File: config.mk
export PLATFORM = sky130hd
export DESIGN_NAME = lpht_ram
export DESIGN_NICKNAME = d
export VERILOG_FILES = /design/src/hdl/lpht_ram.sv
export SDC_FILE = /design/constraint.sdc
export NUM_CORES = 1
export LEC_CHECK = 0
export ABC_CLOCK_PERIOD_IN_PS = 1960
export BUFFER_PORTS_ARGS = -buffer_cell sky130_fd_sc_hd__buf_2
export CORE_MARGIN = 5
export CORE_UTILIZATION = 32
export DETAILED_ROUTE_END_ITERATION = 10
export PLACE_DENSITY_LB_ADDON = 0.05
export SYNTH_ARGS = -nofsm -noshare
export SYNTH_HDL_FRONTEND = slang
export SYNTH_SLANG_ARGS = --single-unit
File: constraint.sdc
create_clock -name clk -period 1.96 [get_ports clk]
set_input_delay 0.196 -clock clk [delete_from_list [all_inputs] [get_ports clk]]
set_output_delay 0.196 -clock clk [all_outputs]
set_load 0.005 [all_outputs]
File: src/hdl/lpht_ram.sv
// Generic single-write, single-read RAM with registered read data.
// No dependencies.
`timescale 1ns / 1ps
`default_nettype none
module lpht_ram #(
  parameter int WIDTH = 8,
  parameter int DEPTH = 16
) (
  input  wire logic                     clk,
  input  wire logic                     we,
  input  wire logic [$clog2(DEPTH)-1:0] waddr,
  input  wire logic [WIDTH-1:0]         wdata,
  input  wire logic [$clog2(DEPTH)-1:0] raddr,
  output logic      [WIDTH-1:0]         rdata
);

  logic [WIDTH-1:0] mem [DEPTH];

  always_ff @(posedge clk) begin
    if (we) begin
      mem[waddr] <= wdata;
    end
    rdata <= mem[raddr];
  end

endmodule
`default_nettype wire

---- Word level (Yosys, flattened, before mapping) ----
Memory sizes are Yosys's and may differ from the RTL's. A register that Yosys moved wholly into a read port is not among the register bits.
Index checks and enable logic that the tools add are counted.
W data, S select, Z words.
operators by class
  multiplexer cells ....................... 2
operators with widths
  kind     number
  $mux W1  2
word-level totals
  flip-flop bits (word level) ............. 0
  RAM bits ................................ 128
  output and inout bits ................... 8
  logic and storage cells ................. 3
  memories kept ........................... 1
memory list
  memory  depth  width  read ports  clocked after Yosys merged registers in  write ports  RTL line  text
  mem     16     8      1           1                                        1            17        logic [WIDTH-1:0] mem [DEPTH];

---- Longest topological paths before layout ----
  depth after elaboration ................. 2
  mapped depth ............................ 5
  gate-level depth less buffers ........... 3

---- Worst setup path after synthesis ----
Ideal clock, no wire load.
  kind .................................... input to register
  start point ............................. input port waddr[2]
  end point ............................... memory mem[0][0] (enable)
  setup time .............................. 0.383 ns
  arrival ................................. 1.306 ns
  required time ........................... 1.577 ns
  setup slack ............................. 0.271 ns
  stages on the path ...................... 2
  buffers on the path ..................... 0
  cell sequence ........................... or3b_2 nor3_1
RTL lines
  what             RTL line  text
  start, declared  11        input wire logic [$clog2(DEPTH)-1:0] waddr,
  end, declared    17
Straight into the memory's write port.

==> results <==
- The run finished with clean final reports.
- The transition at the pin with the smallest max-transition slack is ~840 ps.
- Sorting the synthesized cells by how often they occur yields edfxtp_1, mux4_2, a22oi_1.
- The number of top-level pins is 26.
- The worst endpoint data arrival time is 1680 ps.
- Buffers inserted to repair hold after CTS numbered 0.
- The analysis attributes to net switching a power of roughly 0.0014 W.
- The count of warnings emitted by yosys is 0.
- The die span in y is approximately 140 um.
- The floorplan step set the die width to ~140 um.
- The number of antenna violations at the first check in global routing came to 1.
- The total of flip-flops plus latches after synthesis is 136.
- The pin count of the biggest net entering global routing is 33.
- The number of antenna diodes in the final layout is 0.
- In this run, placement finished with an instance count of around 480.
- The proportion of total power due to net switching is roughly a fifth.
- The layout has around 1400 filler cells.
- Clock-pin slew was measured on the worst setup and hold paths at roughly 60 ps.
- The post-synthesis async set-or-reset flop share is 0%.
- The sequential fraction of design power is between 40% and 50%.
- Adding up every negative setup slack in the final design gives 0 ps.
- After detailed routing, the number of remaining DRC violations is 0.
- For this run, the register share of the synthesized area comes to around 78%.
- The quantity of I/O buffers inserted on ports is 25.
- The count of unique library cells instantiated by Yosys is 19.
- At the later pin of the worst-skew pair, clock insertion delay measures about 420 ps.
- The cell accounting for the most synthesized area is edfxtp_1.
- The TritonCTS clock tree is done.
- The clock network fraction of design power is between 40 and 50%.
- The mapped netlist covers 5147 um^2.
- The sum of overflow across all layers after global routing is 0.
- The post-route cell area is around 6300 um^2.
- The final worst-path setup slack is 569.6 ps.
- The headroom to the max-slew limit is 43.71%.
- The tree is rooted in a clkbuf_16.
- The peak fanout along the critical path is 1.
- The worst setup path is captured at a register.
- The number of nets produced by synthesis is between 200 and 250.
- The global placement routability congestion is approximately 0.66.
- The aggregate global-route resource usage is a little over an eighth.
- The shortest period the worst path allows is between 1000 and 1500 ps.
- Dividing the detail-routed wire length by the instance count gives around 23 um.
- The number of standard cells in the layout, taps in and fillers out is just over 500.
- In this run the post-CTS setup repair buffer count came out at 0.
- Before antenna repair, the detailed router went through 4 iterations.
- Combinational logic is responsible for under 10% of the overall power.
- Dividing total power by cell area gives a power density of about 1100 nW/um^2.
- The estimated wirelength of the detail-placed design is 7206 um.
- Clock tree synthesis found a total of roughly 140 sinks.
- The total number of H-tree levels is 4.
- The worst setup slack after placement is between 200 and 300 ps.
- The core region is about 16000 um^2.
- For this design the static power due to leakage is around 2.1 nW.
- The total area of sequential cells is about 4000 um^2.
- Based on the critical path, the design can be clocked at up to a little over 700 MHz.
- The most common cell in the synthesized netlist is edfxtp_1.
- Max-cap violations in this run came to 0.
- The final route contains about 2400 vias.
- Clock skew on the completed layout was measured at around 6.2 ps.
- The number of synthesized flops with an enable pin is about 130.
- The count of endpoints failing setup in the final report is 0.
- The first global-routing pass estimated ~17000 um of wire.
- The via-per-instance ratio is approximately 4.7.
- The internal power is around 0.0055 W.
- The number of buffers on the longest clock path is 2.
- The total of cells resized after clock tree synthesis is 0.
- Counting the buffers created by CTS gives 17.
- The layout overhead on the synthesized area is 21.58%.
- The maximum resistive drop on vdd is ~0.66 mV.
- Of the available clock period, the critical path in the final layout requires a little under three quarters.
- The predominant post-synthesis flop cell is edfxtp_1.
- The initial detailed-routing violation count is 95.
- The number of endpoints with negative hold slack in the final report is 0.
- The number of pins with negative max-slew slack in the final report is 0.
- The routed design has ~12000 um of wire.
- The number of global-route vias before repair came to between 2000 and 3000.
- The share of the synthesized area in the top cell type is 74.67%.
- Once detail routing completed, the nets flagged for antenna violations numbered 0.
- Yosys attributes the largest share of cell area to edfxtp_1, mux4_2, mux4_1.
- The tightest min-delay check is of the input port to register type.
- The post-layout total power is 0.006861 W.
- In this run the cell area measured after placement is approximately 5600 um^2.
- Of the cells placed in the final design, the portion with a size suffix greater than 1 is about a third.
- Setup repair after global routing left no endpoint under its margin.
- The count of standard-cell rows is 46.
- Synthesis handed over a netlist of ~230 instances.
- At the worst endpoint, the required time is approximately 2300 ps.
- The class of the most critical setup path is register to register.
- The starting density of the core is 32.52%.
- STA classifies the critical path startpoint as a register.
- The floorplan die area is around 19000 um^2.
- The mean instance size in the synthesized netlist is 22.48 um^2.
- The number of nets at the end of the flow is 303.
- Summing all multi-input logic gate instances after layout gives 1057 um^2.
power by group through the flow:
stage	logic [W]	clock network, W	registers [W]
after floorplan	0.000165	0	0.00333
after CTS	0.000325	0.00335	0.00327
after global routing	0.000343	0.00348	0.00328
after detailed placement	0.000324	0	0.00333
after global placement	0.000322	0	0.00334
final	0.000312	0.00328	0.00327
routing by layer:
layer,part of all wire [%],global-route usage (%),vias up
li1,-,-,1090
met1,48,18.03,1260
met2,47,20.78,40
met3,2.8,3.860,19
met4,2.0,5.654,2
met5,0.11,0,-
metrics by stage:
step / hold WS [ps] / utilization [%]
6_report: 169.4 / 39.54
5_1_grt: 168.0 / 39.54
4_1_cts: 162.7 / 39.54
3_5_place_dp: 581.4 / 35.68
3_3_place_gp: 578.4 / 35.68
2_1_floorplan: 294.9 / -
cells by family (layout without fill, tap and decap cells):
kind of cell / after synthesis / after routing / share of synthesized area [%]
AO/OA/AOI/OAI: 16 / 16 / 2.334
buffers and inverters: 10 / 79 / 1.677
flip-flops: 136 / 136 / 77.78
multiplexers: 32 / 32 / 15.02
AND/OR/NAND/NOR: 35 / 35 / 3.184
worst paths after layout:
kind / start / end / slack [ps] / depth (start not counted)
min: wdata[2] / mem[8][2] / 170 / 1
min reg2reg: mem[15][1] / rdata[1] / 670 / 3
max: mem[1][1] / rdata[1] / 570 / 3
max reg2reg: mem[1][1] / rdata[1] / 570 / 3
final cells by class:
class / instances / share of cell area (%)
clock buffer: 19 / 6.917
timing repair buffer: 47 / 5.038
clock inverter: 13 / 2.859
multi-input combinational: 83 / 16.89
tap: 216 / 4.318
sequential: 136 / 63.97
layout by cell type, fill, tap and decap left out, drive strengths merged:
cell and instances:
nand3 1, clkbuf 19, clkinvlp 3, edfxtp 128, nor3 4, nor2b 1
nor2 13, nand3b 2, nand2b 2, and2b 1, a22oi 16, dfxtp 8
and2 1, bufinv 4, nand2 9, clkinv 6, or3b 1, mux4 32
buf 47
registers in the layout (all words and copies together), names as in the netlist:
register  flops
mem         128
rdata         8
worst max-delay path, stage by stage, from the launching register on:
cell and delay, ps:
edfxtp_1 350, mux4_1 500, a22oi_1 330, nand2_1 80
No activity file was read; power rests on OpenSTA's default activity.
