$ cat config.mk
export PLATFORM = sky130hd
export DESIGN_NAME = lpht_mod
export DESIGN_NICKNAME = d
export VERILOG_FILES = /design/src/hdl/lpht_pkg.sv /design/src/hdl/lpht_mod.sv
export SDC_FILE = /design/constraint.sdc
export NUM_CORES = 1
export LEC_CHECK = 0
export BUFFER_PORTS_ARGS = -buffer_cell sky130_fd_sc_hd__buf_4
export CORE_AREA = 2 2 113 115
export CTS_BUF_LIST = sky130_fd_sc_hd__clkbuf_8
export CTS_CLUSTER_SIZE = 10
export DETAILED_ROUTE_END_ITERATION = 10
export DIE_AREA = 0 0 115 117
export HOLD_SLACK_MARGIN = 0.1
export PLACE_DENSITY = 0.44
export SETUP_SLACK_MARGIN = 0.4
export SYNTH_ARGS = -nofsm -noshare
export SYNTH_HDL_FRONTEND = slang
export SYNTH_SLANG_ARGS = --single-unit
$ cat constraint.sdc
create_clock -name clk -period 3.3 [get_ports clk]
set_input_delay 0.33 -clock clk [delete_from_list [all_inputs] [get_ports clk]]
set_output_delay 0.33 -clock clk [all_outputs]
set_load 0.01 [all_outputs]
$ cat src/hdl/lpht_pkg.sv
// Shared codes and default sizes for the linear-probe hash table.
// No dependencies; lpht_mod, the top level and lpht_chk import this package.
`timescale 1ns / 1ps
`default_nettype none
package lpht_pkg;

  localparam int DEF_TABLE_DEPTH = 1024;
  localparam int DEF_KEY_BITS    = 32;
  localparam int DEF_VALUE_BITS  = 32;

  localparam int FIELD_BITS = 32;
  localparam int HASH_BITS  = 32;
  localparam int CFG_BITS   = 11;

  localparam logic [CFG_BITS-1:0] CFG_RESET_LEN = 11'd1024;

  // commands
  localparam logic [2:0] CMD_INSERT = 3'd0;
  localparam logic [2:0] CMD_UPDATE = 3'd1;
  localparam logic [2:0] CMD_CHANGE = 3'd2;
  localparam logic [2:0] CMD_SEARCH = 3'd3;
  localparam logic [2:0] CMD_EXISTS = 3'd4;
  localparam logic [2:0] CMD_REMOVE = 3'd5;
  localparam logic [2:0] CMD_CLEAR  = 3'd6;
  localparam logic [2:0] CMD_NOP    = 3'd7;

  // result status
  localparam logic [1:0] RES_OK       = 2'd0;
  localparam logic [1:0] RES_NOTFOUND = 2'd1;
  localparam logic [1:0] RES_FULL     = 2'd2;

  // slot state
  localparam logic [1:0] SL_EMPTY = 2'd0;
  localparam logic [1:0] SL_LIVE  = 2'd1;
  localparam logic [1:0] SL_DEAD  = 2'd2;

endpackage
`default_nettype wire

$ cat src/hdl/lpht_mod.sv
// Bit-serial remainder unit: hash mod table length, one dividend bit a cycle.
// Depends on lpht_pkg.
`timescale 1ns / 1ps
`default_nettype none
module lpht_mod #(
  parameter int LW = 11
) (
  input  wire logic                           clk,
  input  wire logic                           rst_n,
  input  wire logic                           go,
  input  wire logic [lpht_pkg::HASH_BITS-1:0] dvd,
  input  wire logic [LW-1:0]                  dsr,
  output logic                                done,
  output logic      [LW-1:0]                  rem
);
  import lpht_pkg::*;

  localparam int CW = $clog2(HASH_BITS);

  logic                 busy_r, done_r;
  logic [CW-1:0]        cnt_r;
  logic [HASH_BITS-1:0] dvd_r;
  logic [LW-1:0]        dsr_r, rem_r, rem_nxt;
  logic [LW:0]          sh, diff;

  always_comb begin
    sh      = {rem_r, dvd_r[HASH_BITS-1]};
    diff    = sh - {1'b0, dsr_r};
    rem_nxt = (sh >= {1'b0, dsr_r}) ? diff[LW-1:0] : sh[LW-1:0];
  end

  always_ff @(posedge clk) begin
    if (!rst_n) begin
      busy_r <= 1'b0;
      done_r <= 1'b0;
    end else begin
      done_r <= busy_r && (cnt_r == '0) && !go;
      if (go) begin
        busy_r <= 1'b1;
      end else if (busy_r && cnt_r == '0) begin
        busy_r <= 1'b0;
      end
    end
    if (go) begin
      dvd_r <= dvd;
      dsr_r <= dsr;
      rem_r <= '0;
      cnt_r <= CW'(HASH_BITS - 1);
    end else if (busy_r) begin
      dvd_r <= {dvd_r[HASH_BITS-2:0], 1'b0};
      rem_r <= rem_nxt;
      cnt_r <= cnt_r - CW'(1);
    end
  end

  assign done = done_r;
  assign rem  = rem_r;

endmodule
`default_nettype wire

* After elaboration in Yosys (flattened, before gate mapping) *
Index checks and enable logic that the tools add are counted.

storage, ports and cells
  register bits after elaboration = 61
  input port bits = 46
  output and inout port bits = 12
  word-level logic and storage cells = 20

cells by class
  add/sub/neg operators = 2
  order comparisons = 1
  mux-type cells = 5
  reduce and logical (&&, ||, !) cells = 6

operators by type and width
  kind                   count
  $mux W32               2
  $ge A12 B11 Y1         1
  $mux W11               1
  $sub A11 B11 Y11       1
  $logic_not A5 Y1       1
  $sub A5 B1 Y5 const B  1
  $reduce_bool A2 Y1     2
  $logic_and A1 B1 Y1    2
  $mux W1                2
  $logic_not A1 Y1       1

* Logic depth before layout (Yosys ltp) *
Gate-level depths: netlist (run 1).

  depth in word-level cells = 4
  mapped depth = 10
  gate-level depth less buffers = 9

* Worst setup path after synthesis (run 1) *
OpenSTA, ideal clock, no wires.

  path type = flip-flop to flip-flop
  start = register dvd_r[31]
  end = register rem_r[6] (netlist: rem[6])
  setup time = 0.088 ns
  arrival = 2.452 ns
  data required time = 3.212 ns
  slack = 0.760 ns
  stages on the path, launching flop included = 11
  buffers on the path = 1
  period minus slack after synthesis = 2.540 ns
  path through = edfxtp_1 > inv_1 > ha_1 > fa_1 > nand2b_1 > o2bb2ai_2 > a211o_1 > and2_4 > buf_6 > or3b_1 > a311oi_2

between the ends
  longest elaborated chain between the ends = 2
  elaborated cells on any way between the ends = 3
  classes of those cells = add/sub: 1; order compare: 1; mux: 1

RTL lines
  what                                                line                            source
  start: declaration                                  lpht_mod.sv:22                  logic [HASH_BITS-1:0] dvd_r;
  start signal: assignment                            lpht_mod.sv:45                  dvd_r <= dvd;
  start signal: assignment                            lpht_mod.sv:50                  dvd_r <= {dvd_r[HASH_BITS-2:0], 1'b0};
  $sub A11 B11 Y11 or $ge A12 B11 Y1 (tied branches)  lpht_mod.sv:28, lpht_mod.sv:29
  $mux W11 (*)                                        lpht_mod.sv:29                  rem_nxt = (sh >= {1'b0, dsr_r}) ? diff[LW-1:0] : sh[LW-1:0];
  end signal: assignment                              lpht_mod.sv:51                  rem_r <= rem_nxt;
  end: declaration                                    lpht_mod.sv:23                  logic [LW-1:0] dsr_r, rem_r, rem_nxt;

Every way passes the cells marked *; elsewhere a longest branch is shown, timed or not.
A chain may end at the register's enable or synchronous reset.

* Final worst setup path (run 1) *
Ends and elaborated chain as after synthesis.

==> results of run 1 <==
==> worst max-delay path: stages (launching register included) <==
cell                        delay (ns)
sky130_fd_sc_hd__edfxtp_1         0.35
sky130_fd_sc_hd__inv_1            0.04
sky130_fd_sc_hd__ha_1             0.22
sky130_fd_sc_hd__fa_1             0.39
sky130_fd_sc_hd__nand2b_1         0.18
sky130_fd_sc_hd__o2bb2ai_2        0.15
sky130_fd_sc_hd__a211o_1          0.36
sky130_fd_sc_hd__and2_4           0.21
sky130_fd_sc_hd__or3b_1           0.39
sky130_fd_sc_hd__a311oi_2         0.23
==> synth_stat cells, types with 2 or more instances <==
| master | instances | area share |
|---|---|---|
| sky130_fd_sc_hd__dfxtp_1 | 18 | 0.12 |
| sky130_fd_sc_hd__mux2_2 | 31 | 0.12 |
| sky130_fd_sc_hd__mux2i_1 | 2 | 0.0066 |
| sky130_fd_sc_hd__a21oi_1 | 14 | 0.023 |
| sky130_fd_sc_hd__inv_1 | 19 | 0.024 |
| sky130_fd_sc_hd__a21o_1 | 2 | 0.0050 |
| sky130_fd_sc_hd__nor3_1 | 4 | 0.0066 |
| sky130_fd_sc_hd__nand4_1 | 2 | 0.0041 |
| sky130_fd_sc_hd__nand2b_1 | 7 | 0.015 |
| sky130_fd_sc_hd__nor2b_1 | 2 | 0.0041 |
| sky130_fd_sc_hd__o21a_1 | 4 | 0.010 |
| sky130_fd_sc_hd__xnor2_1 | 6 | 0.017 |
| sky130_fd_sc_hd__or3_1 | 2 | 0.0041 |
| sky130_fd_sc_hd__ha_1 | 13 | 0.054 |
| sky130_fd_sc_hd__a211oi_1 | 2 | 0.0050 |
| sky130_fd_sc_hd__edfxtp_1 | 43 | 0.43 |
| sky130_fd_sc_hd__a22o_1 | 2 | 0.0058 |
| sky130_fd_sc_hd__nand2_1 | 14 | 0.017 |
| sky130_fd_sc_hd__and3_1 | 2 | 0.0041 |
| sky130_fd_sc_hd__nor2_1 | 14 | 0.017 |
| sky130_fd_sc_hd__o21ai_0 | 15 | 0.025 |
| sky130_fd_sc_hd__clkbuf_1 | 6 | 0.0075 |
==> state kept, by name (all words and copies together), names as in the netlist <==
signal / cells
busy_r: 1
cnt_r: 5
done: 1
dsr_r: 11
dvd_r: 32
rem: 11
==> stage by stage <==
stage,hold slack [ns],util
after floorplan,0.429,-
after global placement,0.478,0.294
after CTS,0.122,0.314
final,0.148,0.314
after global routing,0.124,0.314
after detailed placement,0.504,0.294
==> cells in the final DEF, fill, tap and decap left out, drive strengths merged, types with 3 or more instances in the layout <==
| cell type | n |
|---|---|
| xnor2 | 6 |
| a21oi | 14 |
| o21ai | 16 |
| o21a | 4 |
| dfxtp | 18 |
| mux2 | 32 |
| nor3 | 5 |
| inv | 21 |
| clkbuf | 9 |
| ha | 13 |
| nand2b | 7 |
| nand2 | 14 |
| buf | 59 |
| edfxtp | 43 |
| nor2 | 14 |
| bufinv | 3 |
==> cells by family (layout without fill, tap and decap cells) <==
kind of cell / after synthesis / after routing / share of synthesized area
buf+inv: 26 / 94 / 0.0348
fa+ha+maj: 14 / 14 / 0.0605
flops: 61 / 61 / 0.547
xor+xnor: 7 / 7 / 0.0203
simple gates: 56 / 56 / 0.0966
mux: 34 / 34 / 0.126
compound gates: 52 / 52 / 0.114
==> worst max path at each step <==
stage | to | slack (ns) | start
after floorplan | rem[6]$_SDFFE_PP0P_ | 0.76 | dvd_r[31]$_DFFE_PP_
after global placement | rem[6]$_SDFFE_PP0P_ | 0.75 | dvd_r[31]$_DFFE_PP_
after detailed placement | rem[6]$_SDFFE_PP0P_ | 0.72 | dvd_r[31]$_DFFE_PP_
after CTS | rem[6]$_SDFFE_PP0P_ | 0.70 | dvd_r[31]$_DFFE_PP_
after global routing | rem[4]$_SDFFE_PP0P_ | 0.57 | dvd_r[31]$_DFFE_PP_
final | rem[6]$_SDFFE_PP0P_ | 0.70 | dvd_r[31]$_DFFE_PP_
==> layer usage <==
layer,vias up,GRT usage,part of all wire
met1,999,0.131,0.45
met2,64,0.173,0.47
li1,1045,-,-
met3,10,0.0448,0.063
met4,0,0.0466,0.017
met5,-,0,0
==> cell type report <==
cell class / count / area [um2]
Clock buffer: 9 / 124
Inverter: 19 / 71.3
Timing Repair Buffer: 59 / 443
Multi-Input combinational cell: 163 / 1260
Clock inverter: 7 / 121
Tap cell: 150 / 188
Fill cell: 1294 / 8450
Sequential cell: 61 / 1650
==> report_power, final <==
group	leakage (nW)	switching, mW	total [mW]	internal, mW
clock	0.124	0.330	0.837	0.507
combinational	0.888	0.118	0.244	0.126
sequential	0.577	0.0252	0.917	0.891
total	1.59	0.474	2.00	1.52
==> metrics.md, run 1 <==
| Metric | Value |
|---|---|
| Total power density per cell area | 518 mW/mm2 |
| Proportion of synthesized flip-flops having asynchronous set or reset | 0 |
| Reg-to-reg endpoint | rem[6]$_SDFFE_PP0P_ |
| Overall Global Routing Usage | 0.109 |
| Startpoint-to-endpoint class of the critical path | flip-flop to flip-flop |
| Fraction of final layout cells with drive strength greater than 1 | 0.352 |
| Number of antenna repair diodes | 0 |
| Type of the tightest min-delay check | primary input to flip-flop |
| Final max-slew violation count | 0 |
| CORE AREA | 0.0123 mm2 |
| Final critical-path required period | 2.60 ns |
| Hold path endpoint | dsr_r[6]$_DFFE_PP_ |
| Power consumption | 2.00 mW |
| Endpoints failing setup | 0 |
| EDFF count, synth | 43 |
| Tightest Pin Transition | 0.699 ns |
| Post-CTS setup buffers | 0 |
| Kind of start point of the critical path | flip-flop |
| Antenna violations before repair | 0 |
| Leakage power of the design | 1.59 nW |
| Global-route wire length before repair | 10.9 mm |
| TritonCTS Sinks | 61 |
| TritonCTS clock tree | yes |
| Worst Path Arrival | 2.87 ns |
| Depth of the CTS H-tree | 3 |
| CTS clock-pin slew for the worst setup and hold paths | 0.08 ns |
| Crit-path max FO | 8 |
| Outcome | completed |
| Synthesized area per cell | 12.1 um2 |
| Height of the die | 117 um |
| Setup repair after global routing missed its margin | no |
| Max-cap viol count | 0 |
| Synth Instances | 250 |
| Most instantiated flip-flop cell in the synthesis netlist | sky130_fd_sc_hd__edfxtp_1 |
| Number of cells in the finished layout apart from fillers | 468 |
| I/O Pins | 58 |
| Routed WL per cell | 14.5 um |
| Number of warnings reported in the yosys synthesis log | 0 |
| Setup_tns | 0 ns |
| Site Rows | 41 |
| Via count of the first global-routing pass | 2139 |
| Source-to-sink clock delay at the later pin of the worst-skew pair | 0.35 ns |
| Distinct cell type count of the synthesized netlist | 48 |
| Worst Setup Slack post-DPL | 0.718 ns |
| Clock Tree Root | sky130_fd_sc_hd__clkbuf_8 |
| Number of nets in the final layout | 373 |
| Number of port buffers | 57 |
| First-iteration detailed-routing DRC count | 105 |
| Clock Path Buffers | 2 |
| Via/cell ratio | 4.53 |
| Overflow after GRT | 0 |
| Aggregate routed wire length | 6.78 mm |
| Initial core utilization | 0.245 |
| Relative slew slack | 0.532 |
| Summed area of non-filler cells in the final layout | 0.00386 mm2 |
| Post-synthesis instance area | 0.00302 mm2 |
| Number of buffers inserted during clock tree synthesis | 9 |
| Post_cts resized | 0 |
| Initial DRT Pass Iterations | 4 |
| Horizontal extent of the die | 115 um |
| Final number of hold-violating endpoints | 0 |
| Reg2Reg Depth | 9 |
| DP Cell Count | 452 |
| Syn nets | 310 |
| Worst hold start | dsr[6] |
| Area growth syn-to-layout | 27.9% |
| Routability congestion estimate from global placement | 0.857 |
| Placement Cell Area | 0.00361 mm2 |
| R2R Setup Slk | 0.70 ns |
| Clk_skew | 0.0103 ns |
| Final setup slack of the worst path | 0.701 ns |
| Critical path endpoint category | flip-flop |
| Detail Route Antenna Nets | 0 |
| Worst hold path stage count | 1 |
| Achievable clock frequency | 385 MHz |
| Startpoint of the worst-slack reg-to-reg timing path | dvd_r[31]$_DFFE_PP_ |
| Seq cells post-synth | 61 |
| Maximum number of pins on one net before global-route repair | 42 |
| Count of unresolved DRC violations after routing | 0 |
| Data required time of the worst path | 3.57 ns |
| Die area | 0.0135 mm2 |
| Worst vdd rail ir drop | 0.253 mV |
| Hold-fix buffer count after cts | 0 |
| Sequential fraction of the synthesis area | 0.547 |
| Total half-perimeter wirelength after legalization and detailed placement | 4.89 mm |
| Portion of the clock cycle consumed by the worst path in the final layout | 0.787 |
| Vias after detailed routing | 2118 |
(Power assumes the default switching activity.)
==> inputs of run 2 (changes only) <==
- ABC_AREA: default -> 1
- CORE_AREA: 2 2 113 115 -> 2 2 118 120
- DIE_AREA: 0 0 115 117 -> 0 0 120 122
- PLACE_DENSITY: 0.44 -> 0.43
- clock period: 3.3 -> 2.5 ns (I/O delays scaled with it)
==> metrics.md, run 2 <==
| Metric | Value |
|---|---|
| Outcome | completed |
| Proportion of synthesized flip-flops having asynchronous set or reset | 0 (unchanged) |
| Number of warnings reported in the yosys synthesis log | 0 (unchanged) |
| Vias after detailed routing | 2769 (+31%) |
| Site Rows | 43 (+4.9%) |
| Tightest Pin Transition | 0.497 ns (-0.202 ns) |
| Portion of the clock cycle consumed by the worst path in the final layout | 0.775 (-0.0126) |
| Startpoint-to-endpoint class of the critical path | flip-flop to flip-flop |
| Worst vdd rail ir drop | 0.218 mV (-14%) |
| Aggregate routed wire length | 7.78 mm (+15%) |
| Setup_tns | 0 ns (unchanged) |
| Clock Path Buffers | 2 (unchanged) |
| Most area-hungry cell type in the Yosys netlist | sky130_fd_sc_hd__edfxtp_1 |
| Syn nets | 462 (+49%) |
| Power consumption | 2.34 mW (+17%) |
| Critical Path Most Common Cell | sky130_fd_sc_hd__nand2_2 |
| Final setup slack of the worst path | 0.563 ns (-0.138 ns) |
| Horizontal extent of the die | 120 um (+4.3%) |
| Synthesized area per cell | 8.13 um2 (-33%) |
| Post-synthesis instance area | 0.00327 mm2 (+8.3%) |
| Area share of the leading cell type in the synthesized netlist | 0.395 (-0.0329) |
| Distinct cell type count of the synthesized netlist | 28 (-42%) |
| Commonest cells after routing, fill and taps aside | 167 x sky130_fd_sc_hd__nand2_1, 62 x sky130_fd_sc_hd__buf_4, 56 x sky130_fd_sc_hd__inv_1, 43 x sky130_fd_sc_hd__edfxtp_1, 23 x sky130_fd_sc_hd__nand3_1 |
| Synth Instances | 402 (+61%) |
| Part of the total power dissipated in the clock network | 0.355 (-0.064) |
| Area growth syn-to-layout | 29.1% |
| Number of nets in the final layout | 536 (+44%) |
| Worst Setup Slack post-DPL | 0.418 ns (-0.299 ns) |
| Slowest cell delay on critical path | 0.39 ns (about the same) |
| Clk_skew | 0.0130 ns (+0.00272 ns) |
| Final critical-path required period | 1.94 ns (-0.662 ns) |
| DP Cell Count | 632 (+40%) |
| Clock Tree Root | sky130_fd_sc_hd__clkbuf_8 |
| Fraction of final layout cells with drive strength greater than 1 | 0.212 (-0.140) |
| Tightest hold margin | 0.147 ns (-0.00169 ns) |
| Post-synth top cells | 167 x sky130_fd_sc_hd__nand2_1, 57 x sky130_fd_sc_hd__inv_1, 43 x sky130_fd_sc_hd__edfxtp_1 |
| Setup repair after global routing missed its margin | no |
| Critical Path, Cell by Cell | inv_1 > ha_1 > fa_2 > inv_2 > nand2_2 > nand2_2 > nand2_2 > nand2_1 > nand2_2 > nand3_2 > nand3_2 > nand3_1 > nand2_1 |
| I/O Pins | 58 (unchanged) |
| TritonCTS clock tree | yes |
| First-iteration detailed-routing DRC count | 159 (+51%) |
| Data required time of the worst path | 2.75 ns (-0.82 ns) |
| Detail Route Antenna Nets | 0 (unchanged) |
| CTS clock-pin slew for the worst setup and hold paths | 0.08 ns (about the same) |
| Overflow after GRT | 0 (unchanged) |
| Relative slew slack | 0.669 (+0.136) |
| Die area | 0.0146 mm2 (+8.8%) |
| Seq cells post-synth | 61 (unchanged) |
| TritonCTS Sinks | 61 (unchanged) |
| Achievable clock frequency | 516 MHz (+34%) |
| Crit-path max FO | 5 (-3) |
| Routability congestion estimate from global placement | 0.824 (-3.8%) |
| Routed WL per cell | 11.8 um (-19%) |
| Depth of the CTS H-tree | 3 (unchanged) |
| Most instantiated flip-flop cell in the synthesis netlist | sky130_fd_sc_hd__edfxtp_1 |
| Leakage power of the design | 2.11 nW (+33%) |
| Antenna violations before repair | 0 (unchanged) |
| CP delay by family, top | simple AND/OR/NAND/NOR gates |
| Kind of start point of the critical path | flip-flop |
| Endpoints failing setup | 0 (unchanged) |
| Register with the most flip-flops | dvd_r |
| Placement Cell Area | 0.00389 mm2 (+7.7%) |
| Source-to-sink clock delay at the later pin of the worst-skew pair | 0.36 ns (about the same) |
| Startpoint of the worst-slack reg-to-reg timing path | dvd_r[31]$_DFFE_PP_ |
| Part of the power in combinational logic | 0.134 (+0.012) |
| Summed area of non-filler cells in the final layout | 0.00422 mm2 (+9.4%) |
| Critical path endpoint category | flip-flop |
| Utilization of the core after routing | 0.313 (-0.000906) |
| Switch Pwr | 0.658 mW (+39%) |
| Total power density per cell area | 554 mW/mm2 (+7.0%) |
| Initial core utilization | 0.242 (-0.00302) |
| Total half-perimeter wirelength after legalization and detailed placement | 5.55 mm (+14%) |
| Overall Global Routing Usage | 0.117 (+0.00764) |
| Part of the power in registers | 0.511 (+0.052) |
| Global-route wire length before repair | 13.1 mm (+20%) |
| Dominant cell by count in the synthesized netlist | sky130_fd_sc_hd__nand2_1 |
| EDFF count, synth | 43 (unchanged) |
| Height of the die | 122 um (+4.3%) |
| Type of the tightest min-delay check | primary input to flip-flop |
| Number of antenna repair diodes | 0 (unchanged) |
| Largest register FFs | 32 (unchanged) |
| Worst path bufs/invs | 2 (+1) |
| Via/cell ratio | 4.19 (-7.4%) |
| CORE AREA | 0.0135 mm2 (+9.7%) |
| Initial DRT Pass Iterations | 4 (unchanged) |
| Layout filler cell count | 1453 (+12%) |
| Switch share | 0.281 (+0.0443) |
| Count of unresolved DRC violations after routing | 0 (unchanged) |
| Final number of hold-violating endpoints | 0 (unchanged) |
| Number of port buffers | 57 (unchanged) |
| Via count of the first global-routing pass | 2741 (+28%) |
| Maximum number of pins on one net before global-route repair | 38 (-9.5%) |
| Worst Path Arrival | 2.18 ns (-0.69 ns) |
| Sequential fraction of the synthesis area | 0.505 (-0.0421) |
| Internal power summed over all cells | 1.68 mW (+10%) |
| Number of buffers inserted during clock tree synthesis | 9 (unchanged) |
| Critical-path cell with the highest stage delay | sky130_fd_sc_hd__fa_2 |
| Top area cells in the synthesized netlist | sky130_fd_sc_hd__edfxtp_1 39%, sky130_fd_sc_hd__nand2_1 19%, sky130_fd_sc_hd__dfxtp_1 11%, sky130_fd_sc_hd__inv_1 6.5%, sky130_fd_sc_hd__ha_1 5.0% |
| Worst hold start | dvd[0] |
| Most common cell after layout, fill and taps aside | sky130_fd_sc_hd__nand2_1 |
| Number of cells in the finished layout apart from fillers | 661 (+41%) |
| Final max-slew violation count | 0 (unchanged) |
| Max-cap viol count | 0 (unchanged) |
| Worst setup path start | dvd_r[31]$_DFFE_PP_ |
run 2: cell types whose count changed in the layout (fill, tap and decap cells not counted), sizes merged, moves of 6 or more:
cell / previous run / this run
xnor2: 6 / 0
nand3: 1 / 31
nand2: 14 / 174
mux2: 32 / 0
o21ai: 16 / 7
a21oi: 14 / 5
dlygate4sd3: 0 / 12
nand2b: 7 / 0
nand4: 2 / 14
inv: 21 / 63
run 2: layout make-up:
class | instances | area (um2) | area share
Tap cell | 180 | 225 | 0.0533
Inverter | 59 | 221 | 0.0525
Sequential cell | 61 | 1650 | 0.391
Clock inverter | 7 | 56.3 | 0.0133
Clock buffer | 9 | 124 | 0.0293
Multi-Input combinational cell | 270 | 1350 | 0.319
Timing Repair Buffer | 75 | 597 | 0.141
run 2: per-layer routing:
metal  share of wire  up-vias  GRT usage
met5               0        -          0
met4           0.020        0     0.0522
met3           0.050       11     0.0384
met2            0.47       61      0.189
met1            0.46     1273      0.141
li1                -     1424          -
run 2: cell families after synthesis:
group | Yosys count | synth area share
AO/OA/AOI/OAI | 14 | 0.0241
XOR/XNOR | 3 | 0.00804
adder cells (fa/ha/maj) | 14 | 0.0559
buffers and inverters | 72 | 0.0907
flip-flops | 61 | 0.505
AND/OR/NAND/NOR | 238 | 0.316
run 2: worst register-to-register path, delay by kind of cell (launching register included):
family	cells	cell delay, ns
adder cells (fa/ha/maj)	2	0.62
buffers and inverters	2	0.15
AND/OR/NAND/NOR	9	0.73
flip-flops	1	0.33
run 2: worst paths after layout:
check	endpoint	slack [ns]	depth (start not counted)
worst max-delay path	rem[6]$_SDFFE_PP0P_	0.56	13
worst min-delay path	dvd_r[0]$_SDFFCE_PN0P_	0.15	3
worst max register to register	rem[6]$_SDFFE_PP0P_	0.56	13
worst min register to register	cnt_r[4]$_SDFFE_PP1P_	0.48	2
run 2: power by group through the flow:
stage | clock [mW] | sequential, mW | combinational, mW
global route | 0.915 | 1.20 | 0.360
detailed placement | 0 | 1.22 | 0.300
global placement | 0 | 1.22 | 0.298
finish | 0.830 | 1.20 | 0.312
floorplan | 0 | 1.21 | 0.182
CTS | 0.874 | 1.20 | 0.318
run 2: timing repair:
item,CTS,global route
cloned,0,1
buffers inserted,0,0
endpoints found under the setup margin,5,11
hold endpoints to repair,12,0
hold buffers,12,0
resized for setup,1,4
==> inputs of run 3 (changes only) <==
- PLACE_DENSITY: 0.43 -> 0.45
- clock period: 2.5 -> 1.66 ns (I/O delays scaled with it)
==> metrics.md, run 3 (synthesized netlist as in run 2, its figures left out) <==
| Metric | Value |
|---|---|
| Outcome | finished with violations |
| Violations in the final reports | setup timing |
| Relative slew slack | 0.723 (+0.0541) |
| CORE AREA | 0.0135 mm2 (unchanged) |
| Antenna violations before repair | 0 (unchanged) |
| Initial DRT Pass Iterations | 4 (unchanged) |
| Horizontal extent of the die | 120 um (unchanged) |
| Tightest hold margin | 0.226 ns (+0.0799 ns) |
| TritonCTS Sinks | 61 (unchanged) |
| Layout filler cell count | 1404 (-3.4%) |
| Type of the tightest min-delay check | primary input to flip-flop |
| Overall Global Routing Usage | 0.122 (+0.00591) |
| Source-to-sink clock delay at the later pin of the worst-skew pair | 0.35 ns (about the same) |
| Met2 layer wire length in the routed design | 3.97 mm (+9.6%) |
| Initial core utilization | 0.242 (unchanged) |
| Overflow after GRT | 0 (unchanged) |
| Aggregate routed wire length | 8.39 mm (+7.8%) |
| Routed WL per cell | 11.6 um (-1.9%) |
| Number of nets in the final layout | 603 (+13%) |
| Endpoints failing setup | 11 (+11) |
| Most common cell after layout, fill and taps aside | sky130_fd_sc_hd__nand2_1 |
| Via/cell ratio | 4.13 (-1.4%) |
| R2R Setup Slk | -0.12 ns (-0.69 ns) |
| Clock Tree Root | sky130_fd_sc_hd__clkbuf_8 |
| Setup repair after global routing missed its margin | yes |
| Utilization of the core after routing | 0.363 (+0.0506) |
| Final number of hold-violating endpoints | 0 (unchanged) |
| TritonCTS clock tree | yes |
| Worst Path Arrival | 2.02 ns (-0.16 ns) |
| Count of unresolved DRC violations after routing | 0 (unchanged) |
| I/O Pins | 58 (unchanged) |
| Site Rows | 43 (unchanged) |
| Worst vdd rail ir drop | 0.537 mV (+150%) |
| Kind of start point of the critical path | flip-flop |
| Total half-perimeter wirelength after legalization and detailed placement | 5.72 mm (+3.1%) |
| Setup_tns | -1.31 ns (-1.31 ns) |
| Via count of the first global-routing pass | 3014 (+10%) |
| Tightest Pin Transition | 0.416 ns (-0.0811 ns) |
| Achievable clock frequency | 560 MHz (+8.5%) |
| Routed met3 length | 531 um (+37%) |
| Portion of the clock cycle consumed by the worst path in the final layout | 1.08 (+0.300) |
| Power consumption | 3.86 mW (+65%) |
| Commonest cells after routing, fill and taps aside | 163 x sky130_fd_sc_hd__nand2_1, 94 x sky130_fd_sc_hd__buf_4, 54 x sky130_fd_sc_hd__inv_1, 44 x sky130_fd_sc_hd__dlygate4sd3_1, 43 x sky130_fd_sc_hd__edfxtp_1 |
| Die area | 0.0146 mm2 (unchanged) |
| Critical path endpoint category | flip-flop |
| Final setup slack of the worst path | -0.125 ns (-0.688 ns) |
| Data required time of the worst path | 1.89 ns (-0.86 ns) |
| Area growth syn-to-layout | 50.0% |
| Global-route wire length before repair | 13.9 mm (+5.6%) |
| Vias after detailed routing | 2999 (+8.3%) |
| Largest register FFs | 32 (unchanged) |
| Final critical-path required period | 1.78 ns (-0.152 ns) |
| Fraction of final layout cells with drive strength greater than 1 | 0.262 (+0.0498) |
| Max-cap viol count | 0 (unchanged) |
| Crit-path max FO | 6 (+1) |
| Number of cells in the finished layout apart from fillers | 726 (+9.8%) |
| Clock Path Buffers | 2 (unchanged) |
| Register with the most flip-flops | dvd_r |
| Uppermost layer routed | met4 |
| Metal-1 WL | 3.72 mm (+3.0%) |
| Routability congestion estimate from global placement | 0.847 (+2.7%) |
| Number of antenna repair diodes | 0 (unchanged) |
| DP Cell Count | 662 (+4.7%) |
| Number of port buffers | 57 (unchanged) |
| Leakage power of the design | 2.45 nW (+16%) |
| Final max-slew violation count | 0 (unchanged) |
| Clk_skew | 0.00805 ns (-0.00497 ns) |
| First-iteration detailed-routing DRC count | 106 (-33%) |
| Depth of the CTS H-tree | 3 (unchanged) |
| Maximum number of pins on one net before global-route repair | 40 (+5.3%) |
| Startpoint-to-endpoint class of the critical path | flip-flop to flip-flop |
| CTS clock-pin slew for the worst setup and hold paths | 0.07 ns (about the same) |
| Total power density per cell area | 787 mW/mm2 (+42%) |
| Height of the die | 122 um (unchanged) |
| Number of buffers inserted during clock tree synthesis | 9 (unchanged) |
| Detail Route Antenna Nets | 0 (unchanged) |
==> run 3: changes by cell type in the layout (fill, tap and decap cells not counted), moves of 2 or more <==
cell                            before  now
sky130_fd_sc_hd__buf_4              62   94
sky130_fd_sc_hd__dlygate4sd3_1      12   44
sky130_fd_sc_hd__inv_6               4    0
sky130_fd_sc_hd__nand2_1           167  163
sky130_fd_sc_hd__nand2_2             6    9
sky130_fd_sc_hd__bufinv_16           0    2
sky130_fd_sc_hd__inv_1              56   54
==> run 3: power breakdown <==
group / internal (mW) / switching [mW] / leakage (nW)
clock: 0.823 / 0.604 / 0.103
combinational: 0.328 / 0.308 / 1.77
sequential: 1.76 / 0.0357 / 0.583
==> run 3: layout make-up <==
class | count | area [um2] | area share
clock inverters | 5 | 77.6 | 0.0158
clock buffers | 9 | 124 | 0.0253
flip-flops and latches | 61 | 1650 | 0.337
well taps | 180 | 225 | 0.0459
inverters | 59 | 225 | 0.0459
multi-input cells | 270 | 1390 | 0.284
repair buffers | 142 | 1210 | 0.246
==> run 3: worst paths after layout <==
check / startpoint / endpoint / cells after the start
max: dvd_r[31]$_DFFE_PP_ / rem[3]$_SDFFE_PP0P_ / 13
min: go / cnt_r[2]$_SDFFE_PP1P_ / 4
max reg2reg: dvd_r[31]$_DFFE_PP_ / rem[3]$_SDFFE_PP0P_ / 13
min reg2reg: cnt_r[4]$_SDFFE_PP1P_ / cnt_r[4]$_SDFFE_PP1P_ / 2
==> run 3: routing by layer <==
layer	GRT usage	vias to the layer above
li1	-	1556
met1	0.147	1344
met2	0.201	84
met3	0.0435	15
met4	0.0493	0
met5	0	-
==> run 3: metrics by stage <==
step / instance area, um2 / worst slack, ns
after floorplan: 3290 / -0.0697
after global placement: 4130 / -0.198
after detailed placement: 4130 / -0.242
after CTS: 4840 / -0.132
after global routing: 4900 / -0.257
final: 4900 / -0.125
==> run 3: timing repair <==
item	4_1_cts	5_1_grt
setup endpoints to repair	43	11
pin swaps	1	1
gates cloned	1	1
hold endpoints to repair	45	0
buffers inserted	2	2
resized for setup	9	6
hold buffers	44	0
==> run 3: critical path: stages (launching register included) <==
cell	delay, ns
sky130_fd_sc_hd__edfxtp_1	0.34
sky130_fd_sc_hd__inv_2	0.04
sky130_fd_sc_hd__ha_2	0.18
sky130_fd_sc_hd__fa_2	0.35
sky130_fd_sc_hd__inv_2	0.07
sky130_fd_sc_hd__nand2_2	0.05
sky130_fd_sc_hd__nand2_2	0.07
sky130_fd_sc_hd__nand2_2	0.06
sky130_fd_sc_hd__nand2_2	0.07
sky130_fd_sc_hd__nand2_4	0.09
sky130_fd_sc_hd__nand3_4	0.13
sky130_fd_sc_hd__nand2_1	0.08
sky130_fd_sc_hd__nand3_1	0.06
sky130_fd_sc_hd__o21ai_1	0.06
